**src/hw/rtl/gprfc_pkg.sv**
```systemverilog
// Shared control types for the gamepad report frame combiner.
package gprfc_pkg;

    // Per-cycle commands from the sequencer to every averaging lane.
    typedef struct packed {
        logic copy;      // first report of a frame: take the sample as the mean
        logic load;      // later report: latch sample and kept mean, clear accumulator
        logic mul;       // one shift-add step of mean * count
        logic mul_bit;   // current count bit, least significant first
        logic add_v;     // add the new sample to the product
        logic absval;    // split the numerator into sign and magnitude
        logic div;       // one restoring division step
        logic fix;       // restore the sign of the quotient and keep it
        logic out_load;  // capture the merged values into the output register
    } lane_ctl_t;

endpackage

```
**src/hw/rtl/gprfc_lane.sv**
```systemverilog
// One averaging lane: bit-serial multiply by the count, add, then bit-serial divide.
module gprfc_lane
    import gprfc_pkg::*;
#(
    parameter int AW = 17,
    parameter int CW = 8
)
(
    input  logic            clk,
    input  logic            rst_n,
    input  lane_ctl_t       ctl,
    input  logic [CW:0]     divisor,
    input  logic [AW-1:0]   sample,
    output logic [AW-1:0]   mean
);

    localparam int M = AW + CW;

    logic [AW-1:0] kept_reg;
    logic [AW-1:0] v_reg;
    logic [M-1:0]  mcand_reg;
    logic [M-1:0]  acc_reg;
    logic [M-1:0]  quo_reg;
    logic [CW-1:0] rem_reg;
    logic          neg_reg;

    logic [CW:0]   trial;
    logic [CW:0]   diff;
    logic          fits;
    logic [AW-1:0] quo_low;

    assign trial   = {rem_reg, quo_reg[M-1]};
    assign diff    = trial - divisor;
    assign fits    = trial >= divisor;
    assign quo_low = quo_reg[AW-1:0];
    assign mean    = kept_reg;

    always_ff @(posedge clk or negedge rst_n)
    begin
        if (!rst_n)
        begin
            kept_reg <= '0;
        end
        else if (ctl.copy)
        begin
            kept_reg <= sample;
        end
        else if (ctl.fix)
        begin
            kept_reg <= neg_reg ? (AW'(0) - quo_low) : quo_low;
        end
    end

    always_ff @(posedge clk)
    begin
        if (ctl.load)
        begin
            v_reg     <= sample;
            mcand_reg <= {{(M-AW){kept_reg[AW-1]}}, kept_reg};
            acc_reg   <= '0;
        end
        else if (ctl.mul)
        begin
            if (ctl.mul_bit)
            begin
                acc_reg <= acc_reg + mcand_reg;
            end
            mcand_reg <= {mcand_reg[M-2:0], 1'b0};
        end
        else if (ctl.add_v)
        begin
            acc_reg <= acc_reg + {{(M-AW){v_reg[AW-1]}}, v_reg};
        end
        else if (ctl.absval)
        begin
            neg_reg <= acc_reg[M-1];
            quo_reg <= acc_reg[M-1] ? (M'(0) - acc_reg) : acc_reg;
            rem_reg <= '0;
        end
        else if (ctl.div)
        begin
            if (fits)
            begin
                rem_reg <= diff[CW-1:0];
            end
            else
            begin
                rem_reg <= trial[CW-1:0];
            end
            quo_reg <= {quo_reg[M-2:0], fits};
        end
    end

endmodule

```
**src/hw/rtl/gprfc_ctrl.sv**
```systemverilog
// Sequencer for the combiner: handshakes, report count and lane step commands.
module gprfc_ctrl
    import gprfc_pkg::*;
#(
    parameter int AW        = 17,
    parameter int CW        = 8,
    parameter int COUNT_MAX = 255
)
(
    input  logic          clk,
    input  logic          rst_n,
    input  logic          in_valid,
    input  logic          frame_start,
    output logic          in_stall,
    output logic          out_valid,
    input  logic          out_stall,
    output lane_ctl_t     ctl,
    output logic [CW:0]   divisor,
    output logic [CW-1:0] count
);

    localparam int M  = AW + CW;
    localparam int PW = $clog2(M);

    typedef enum logic [2:0] {
        ST_IDLE,
        ST_MUL,
        ST_ADD,
        ST_ABS,
        ST_DIV,
        ST_FIX,
        ST_DONE
    } state_t;

    state_t        state_reg;
    logic [PW-1:0] step_reg;
    logic [CW-1:0] count_reg;
    logic [CW-1:0] nbits_reg;
    logic [CW:0]   divisor_reg;
    logic          out_valid_reg;

    logic accept;
    logic out_free;
    logic restart;

    assign accept   = in_valid && (state_reg == ST_IDLE);
    assign out_free = !out_valid_reg || !out_stall;
    assign restart  = frame_start || (count_reg == '0);

    assign in_stall  = (state_reg != ST_IDLE);
    assign out_valid = out_valid_reg;
    assign divisor   = divisor_reg;
    assign count     = count_reg;

    always_comb
    begin
        ctl          = '0;
        ctl.copy     = accept && restart;
        ctl.load     = accept && !restart;
        ctl.mul      = (state_reg == ST_MUL);
        ctl.mul_bit  = nbits_reg[0];
        ctl.add_v    = (state_reg == ST_ADD);
        ctl.absval   = (state_reg == ST_ABS);
        ctl.div      = (state_reg == ST_DIV);
        ctl.fix      = (state_reg == ST_FIX);
        ctl.out_load = (state_reg == ST_DONE) && out_free;
    end

    always_ff @(posedge clk or negedge rst_n)
    begin
        if (!rst_n)
        begin
            state_reg     <= ST_IDLE;
            step_reg      <= '0;
            count_reg     <= '0;
            nbits_reg     <= '0;
            divisor_reg   <= '0;
            out_valid_reg <= 1'b0;
        end
        else
        begin
            unique case (state_reg)
                ST_IDLE:
                begin
                    if (accept)
                    begin
                        if (restart)
                        begin
                            count_reg <= CW'(1);
                            state_reg <= ST_DONE;
                        end
                        else
                        begin
                            nbits_reg   <= count_reg;
                            divisor_reg <= {1'b0, count_reg} + 1'b1;
                            step_reg    <= PW'(CW - 1);
                            state_reg   <= ST_MUL;
                        end
                    end
                end
                ST_MUL:
                begin
                    nbits_reg <= nbits_reg >> 1;
                    if (step_reg == '0)
                    begin
                        state_reg <= ST_ADD;
                    end
                    else
                    begin
                        step_reg <= step_reg - 1'b1;
                    end
                end
                ST_ADD:
                begin
                    state_reg <= ST_ABS;
                end
                ST_ABS:
                begin
                    step_reg  <= PW'(M - 1);
                    state_reg <= ST_DIV;
                end
                ST_DIV:
                begin
                    if (step_reg == '0)
                    begin
                        state_reg <= ST_FIX;
                    end
                    else
                    begin
                        step_reg <= step_reg - 1'b1;
                    end
                end
                ST_FIX:
                begin
                    if (count_reg < CW'(COUNT_MAX))
                    begin
                        count_reg <= count_reg + 1'b1;
                    end
                    state_reg <= ST_DONE;
                end
                ST_DONE:
                begin
                    if (out_free)
                    begin
                        state_reg <= ST_IDLE;
                    end
                end
                default:
                begin
                    state_reg <= ST_IDLE;
                end
            endcase

            if (ctl.out_load)
            begin
                out_valid_reg <= 1'b1;
            end
            else if (!out_stall)
            begin
                out_valid_reg <= 1'b0;
            end
        end
    end

endmodule

```
**src/hw/rtl/gamepad_report_frame_combiner.sv**
```systemverilog
// Top level of the gamepad report frame combiner: lanes, button merge and output register.
//
// Usage: controller reports enter on the input channel (in_valid / in_stall); each
// accepted transaction yields exactly one merged transaction on the output channel
// (out_valid / out_stall). A report flagged frame_start, or the first report after
// reset, is copied as the new frame state. Every later report ANDs its buttons into
// the kept flags and updates the four stick and two trigger means with
// (mean * n + sample) / (n + 1), truncating toward zero; n then rises, saturating at
// COUNT_MAX. Six lanes work in parallel; each runs a shift-add multiply by n, one bit
// of n per cycle, then a restoring divide, one quotient bit per cycle.
// Sequence: a copied report goes straight to the done state, where the result waits
// to be captured into the output register; the next report is taken once the sequencer
// is back in idle. An averaged report runs the multiply, add, sign split, divide, fix
// and done states before the next report is taken. One report is in work at a time.
// The result sits in an output register, so a new report is taken while the previous
// result is still stalled; a finished result waits in the sequencer until the output
// register is free. Reset clears the count, the kept means and the output valid.
module gamepad_report_frame_combiner
    import gprfc_pkg::*;
#(
    parameter int BUTTON_BITS = 16,
    parameter int AXIS_BITS   = 16,
    parameter int COUNT_MAX   = 255
)
(
    input  logic                        clk,
    input  logic                        rst_n,
    input  logic                        in_valid,
    output logic                        in_stall,
    input  logic                        frame_start,
    input  logic [BUTTON_BITS-1:0]      buttons,
    input  logic signed [AXIS_BITS-1:0] left_x,
    input  logic signed [AXIS_BITS-1:0] left_y,
    input  logic signed [AXIS_BITS-1:0] right_x,
    input  logic signed [AXIS_BITS-1:0] right_y,
    input  logic [AXIS_BITS-1:0]        left_trigger,
    input  logic [AXIS_BITS-1:0]        right_trigger,
    output logic                        out_valid,
    input  logic                        out_stall,
    output logic [BUTTON_BITS-1:0]      merged_buttons,
    output logic signed [AXIS_BITS-1:0] mean_left_x,
    output logic signed [AXIS_BITS-1:0] mean_left_y,
    output logic signed [AXIS_BITS-1:0] mean_right_x,
    output logic signed [AXIS_BITS-1:0] mean_right_y,
    output logic [AXIS_BITS-1:0]        mean_left_trigger,
    output logic [AXIS_BITS-1:0]        mean_right_trigger,
    output logic [7:0]                  reports_seen
);

    // Lanes carry one extra bit so that sticks and triggers share one signed datapath.
    localparam int AW    = AXIS_BITS + 1;
    localparam int CW    = $clog2(COUNT_MAX + 1);
    localparam int LANES = 6;

    lane_ctl_t     ctl;
    logic [CW:0]   divisor;
    logic [CW-1:0] count;
    logic [CW+7:0] count_ext;

    logic [AW-1:0] lane_in   [LANES];
    logic [AW-1:0] lane_mean [LANES];

    logic [BUTTON_BITS-1:0] kept_buttons_reg;
    logic [BUTTON_BITS-1:0] out_buttons_reg;
    logic [AXIS_BITS-1:0]   out_mean_reg [LANES];
    logic [7:0]             out_count_reg;

    // Sticks are sign extended, triggers zero extended.
    assign lane_in[0] = {left_x[AXIS_BITS-1], left_x};
    assign lane_in[1] = {left_y[AXIS_BITS-1], left_y};
    assign lane_in[2] = {right_x[AXIS_BITS-1], right_x};
    assign lane_in[3] = {right_y[AXIS_BITS-1], right_y};
    assign lane_in[4] = {1'b0, left_trigger};
    assign lane_in[5] = {1'b0, right_trigger};

    gprfc_ctrl #(
        .AW        (AW),
        .CW        (CW),
        .COUNT_MAX (COUNT_MAX)
    ) u_ctrl (
        .clk         (clk),
        .rst_n       (rst_n),
        .in_valid    (in_valid),
        .frame_start (frame_start),
        .in_stall    (in_stall),
        .out_valid   (out_valid),
        .out_stall   (out_stall),
        .ctl         (ctl),
        .divisor     (divisor),
        .count       (count)
    );

    for (genvar g = 0; g < LANES; g++)
    begin : g_lane
        gprfc_lane #(
            .AW (AW),
            .CW (CW)
        ) u_lane (
            .clk     (clk),
            .rst_n   (rst_n),
            .ctl     (ctl),
            .divisor (divisor),
            .sample  (lane_in[g]),
            .mean    (lane_mean[g])
        );
    end

    // The button merge is a single AND, done at acceptance.
    always_ff @(posedge clk or negedge rst_n)
    begin
        if (!rst_n)
        begin
            kept_buttons_reg <= '0;
        end
        else if (ctl.copy)
        begin
            kept_buttons_reg <= buttons;
        end
        else if (ctl.load)
        begin
            kept_buttons_reg <= kept_buttons_reg & buttons;
        end
    end

    // The count is reported modulo 256 when it is wider than the port.
    assign count_ext = {8'b0, count};

    always_ff @(posedge clk)
    begin
        if (ctl.out_load)
        begin
            out_buttons_reg <= kept_buttons_reg;
            for (int i = 0; i < LANES; i++)
            begin
                out_mean_reg[i] <= lane_mean[i][AXIS_BITS-1:0];
            end
            out_count_reg <= count_ext[7:0];
        end
    end

    assign merged_buttons     = out_buttons_reg;
    assign mean_left_x        = out_mean_reg[0];
    assign mean_left_y        = out_mean_reg[1];
    assign mean_right_x       = out_mean_reg[2];
    assign mean_right_y       = out_mean_reg[3];
    assign mean_left_trigger  = out_mean_reg[4];
    assign mean_right_trigger = out_mean_reg[5];
    assign reports_seen       = out_count_reg;

    // An accepted report always keeps the block busy in the following cycle.
    a_busy_after_accept: assert property (@(posedge clk) disable iff (!rst_n)
        (in_valid && !in_stall) |=> in_stall)
        else $error("input not stalled after an accepted report");

    // At most one lane command is active in any cycle.
    a_one_command: assert property (@(posedge clk) disable iff (!rst_n)
        $onehot0({ctl.copy, ctl.load, ctl.mul, ctl.add_v, ctl.absval, ctl.div, ctl.fix}))
        else $error("lane commands overlap");

    // Every result carries a non-zero report count.
    a_count_nonzero: assert property (@(posedge clk) disable iff (!rst_n)
        ctl.out_load |-> (count != '0))
        else $error("result issued with a zero report count");

    // A result is captured only when the output register is free.
    a_no_overwrite: assert property (@(posedge clk) disable iff (!rst_n)
        (out_valid && out_stall) |-> !ctl.out_load)
        else $error("output register overwritten while stalled");

endmodule

```
**config.mk**
```make
export PLATFORM = sky130hd
export DESIGN_NAME = gamepad_report_frame_combiner
export DESIGN_NICKNAME = d
export VERILOG_FILES = /design/src/hw/rtl/gprfc_pkg.sv /design/src/hw/rtl/gprfc_lane.sv /design/src/hw/rtl/gprfc_ctrl.sv /design/src/hw/rtl/gamepad_report_frame_combiner.sv
export SDC_FILE = /design/constraint.sdc
export NUM_CORES = 2
export LEC_CHECK = 0
export ABC_AREA = 1
export BUFFER_PORTS_ARGS = -buffer_cell sky130_fd_sc_hd__buf_2
export CAP_MARGIN = 20
export CORE_MARGIN = 10
export CORE_UTILIZATION = 50
export CTS_CLUSTER_DIAMETER = 120
export DETAILED_ROUTE_END_ITERATION = 7
export PLACE_DENSITY_LB_ADDON = 0.3
export SETUP_SLACK_MARGIN = 0.02
export SYNTH_ARGS = -nofsm -noshare
export SYNTH_HDL_FRONTEND = slang
export SYNTH_SLANG_ARGS = --single-unit
```
**constraint.sdc**
```tcl
create_clock -name clk -period 17.4 [get_ports clk]
set_input_delay 0.87 -clock clk [delete_from_list [all_inputs] [get_ports clk]]
set_output_delay 0.87 -clock clk [all_outputs]
set_load 0.05 [all_outputs]
```
==> flow_summary.toml <==
[logic_synthesis]
number_of_synthesized_flops_with_an_enable_pin = 570
synthFlopType = "edfxtp_1"
syn-cell-area_um2 = 54600
async_flop_share_pct = 17.4
syn_area_cell_um2 = 7.38
post_synth_inst_count = 7397
synth.lib_cells_used.distinct = 47
ys_ff_latch = 872
yosysSeqAreaShare_pct = 43.8
postSynthNetCount = 7747
synthesis.yosys.warnings = 0

[clocking]
cts_repair_resize_count = 0
cts_tree = "yes"
cts_inserted_buffers = 98
post_cts.repair.setup_buffers = 0
max-clock-path-buffers = 3
htree_levels = 3
cts_clk_pin_slew_worst_paths_ns = 0.06
cts_root_buffer = "clkbuf_16"
insertion_delay_ns = 0.71
hold_buffer_count_at_cts = 0
clkSinkCount = 872

[routing]
firstDrtPassIters = 6
wl_per_cell_um = 17.9
drt-initial-drc-count = 5021
remaining_antenna_violation_count_after_routing = 0
wl_final_um = 162000
drc = 0
route.vias.total = 48600
number_of_vias_per_cell = 5.38

[critical_path]
worst_setup_path_end_kind = "flip-flop"
r2r_setup_slack_ns = 12.12
regToRegStartpoint = "u_ctrl.state_reg[1]$_DFFE_PN0P_"
timing.critical_path.required_ns = 17.99
worstPathArrival_ns = 5.87
worst_r2r_endpoint = "g_lane[3].u_lane.acc_reg[20]$_SDFFE_PP0P_"
worstSetupPathType = "flip-flop to flip-flop"
ff2ff_path_depth = 18
crit_path_max_fanout = 99
worstSetupStartpointType = "flip-flop"

[sta]
clock.fmax_mhz = 189
fin_setup_tns_ns = 0
final_critical_path_setup_slack_ns = 12.12
final_period_minus_worst_setup_slack_ns = 5.28
maxSlewHeadroom_pct = 22.7
grt_setup_unrepaired = "false"
report.final.slew_viol_count = 0
fin_skew_ns = 0.0435
timing.final.setup_violations = 0
timing.final.hold_violations = 0
finalCritPeriodShare_pct = 30.4
fin_hold_ws_ns = 0.317
worst-slew-pin-transition_ns = 1.16

[finish]
final_common_cell = "nand2_1"
layout_common_cells = "nand2_1, inv_1, nor2_1"
fin_util_pct = 55.4
num-nets-final = 7897
drive_above_1_share_pct = 6.17
filler_cells = 10300
multi_input_area_um2 = 25300
flow.area_growth_from_synthesis_pct = 10.3
seqCellArea_um2 = 23900

[hold_path]
holdCritPathClass = "input port to async pin"

[placement]
finalWeightedCongestion = 0.954
port_buffers = 238
hpwl_um = 116000
dp_worst_setup_slack_ns = 12.22

[global_route]
first_global_vias = 45300
top_usage_layer = "met2"
first_pass_grt_wire_length_um = 253000
gr-usage-met2_pct = 40.1
antenna_violations_before_repair = 5
grt_util_met3_pct = 4.41
grt_util_all_layers_pct = 25.8
global_route.overflow_total = 0
met1_track_demand_over_resource_pct = 37.0
grt_start_max_net_pins = 197

[floorplan]
i_o_pins = 239
start_util_pct = 50.2
floorplan.rows = 121
fp.dieArea_um2 = 123000
fp.dieW_um = 350
dieHeight_um = 350
core_region_um2 = 109000

[power]
ir_drop_uv = 169
total_power_w = 0.0138
static-leakage-power_nw = 29.3
p_per_area_nw_per_um2 = 229

[run_status]
status = "finished clean"

[run]
cap_violations = 0
## per-layer routing
| metal | share of wire (%) | routed length (µm) | up-vias |
|---|---|---|---|
| met3 | 8.2 | 13200 | 209 |
| met5 | 0.019 | 30 | - |
| met4 | 2.2 | 3530 | 4 |
| li1 | - | - | 24000 |
| met2 | 44 | 71100 | 1670 |
| met1 | 46 | 73800 | 22700 |
## worst max path at each step
| stage | from | end |
|---|---|---|
| after floorplan | out_stall | merged_buttons[0]$_DFFE_PP_ |
| after global routing | u_ctrl.state_reg[1]$_DFFE_PN0P_ | g_lane[3].u_lane.acc_reg[18]$_SDFFE_PP0P_ |
| after CTS | u_ctrl.state_reg[1]$_DFFE_PN0P_ | g_lane[3].u_lane.acc_reg[8]$_SDFFE_PP0P_ |
| after global placement | in_valid | g_lane[5].u_lane.mcand_reg[23]$_DFFE_PP_ |
| after detailed placement | in_valid | g_lane[4].u_lane.mcand_reg[22]$_DFFE_PP_ |
| final | u_ctrl.state_reg[1]$_DFFE_PN0P_ | g_lane[3].u_lane.acc_reg[20]$_SDFFE_PP0P_ |
## metrics by stage
step / instance area, µm² / std cells
3_3_place_gp: 56900 / 8861
3_5_place_dp: 56900 / 8861
2_1_floorplan: 54600 / 7397
4_1_cts: 60200 / 9046
5_1_grt: 60200 / 9046
6_report: 60200 / 9047
## critical path, cell delays in order (launching register included)
cell,delay (ns)
dfrtp_1,0.49
inv_2,0.13
nand3_4,0.50
buf_4,0.82
buf_4,0.96
nand2_1,0.13
nand2_1,0.13
ha_1,0.27
inv_1,0.08
fa_1,0.38
inv_1,0.15
nand2_1,0.10
nand2_1,0.11
and2_1,0.24
nand3b_1,0.13
nand4_1,0.11
nand3_1,0.08
nand2_1,0.10
inv_1,0.04
## where the power goes
part	total, W	internal (W)	switching, W
Combinational	0.00749	0.00246	0.00502
Sequential	0.00415	0.00338	0.000774
Clock	0.00215	0.00124	0.000910
Total	0.0138	0.00708	0.00671
## cell type report
type                    instances  share of cell area (%)
multi-input cells            5123                    42.0
flip-flops and latches        872                    39.7
inverters                    1185                    7.41
clock buffers                 134                    4.64
well taps                    1414                    2.94
repair buffers                267                    2.40
clock inverters                51                   0.875
diodes                          1                 0.00415
## synth_stat cells (3+ instances only)
cell type / instances / area (µm²)
nand2_1: 2376 / 8920
inv_1: 1171 / 4400
nor2_1: 655 / 2460
edfxtp_1: 570 / 17100
o21ai_0: 537 / 2690
nand3_1: 506 / 2530
ha_1: 221 / 2770
a21oi_1: 166 / 831
dfrtp_1: 152 / 3800
dfxtp_1: 150 / 3000
xor2_1: 123 / 1080
clkbuf_1: 105 / 394
nand4_1: 96 / 601
buf_2: 88 / 440
xnor2_1: 83 / 727
o211ai_1: 77 / 578
o21ai_1: 44 / 220
nor3_1: 38 / 190
a21o_1: 33 / 248
nand3b_1: 28 / 210
or2_2: 26 / 163
o31ai_1: 16 / 120
o32a_1: 16 / 160
buf_4: 13 / 97.6
fa_1: 12 / 240
o21bai_1: 12 / 90.1
a31oi_1: 11 / 68.8
o221ai_1: 11 / 96.3
inv_2: 10 / 37.5
and2_1: 8 / 50.1
buf_1: 8 / 30.0
nand2_2: 5 / 31.3
o22ai_1: 5 / 31.3
clkinv_1: 4 / 15.0
a211oi_1: 3 / 22.5
nor4_1: 3 / 18.8
## cells by family (layout without fill, tap and decap cells)
| kind of cell | after synthesis | count (layout) | share of synthesized area [%] |
|---|---|---|---|
| AO/OA/AOI/OAI | 935 | 935 | 9.51 |
| flip-flops | 872 | 872 | 43.8 |
| other | 0 | 1 | 0 |
| XOR/XNOR | 206 | 206 | 3.30 |
| adder cells (fa/ha/maj) | 233 | 233 | 5.50 |
| buffers and inverters | 1402 | 1637 | 9.96 |
| AND/OR/NAND/NOR | 3749 | 3749 | 27.9 |
No activity file was read; power rests on OpenSTA's default activity.
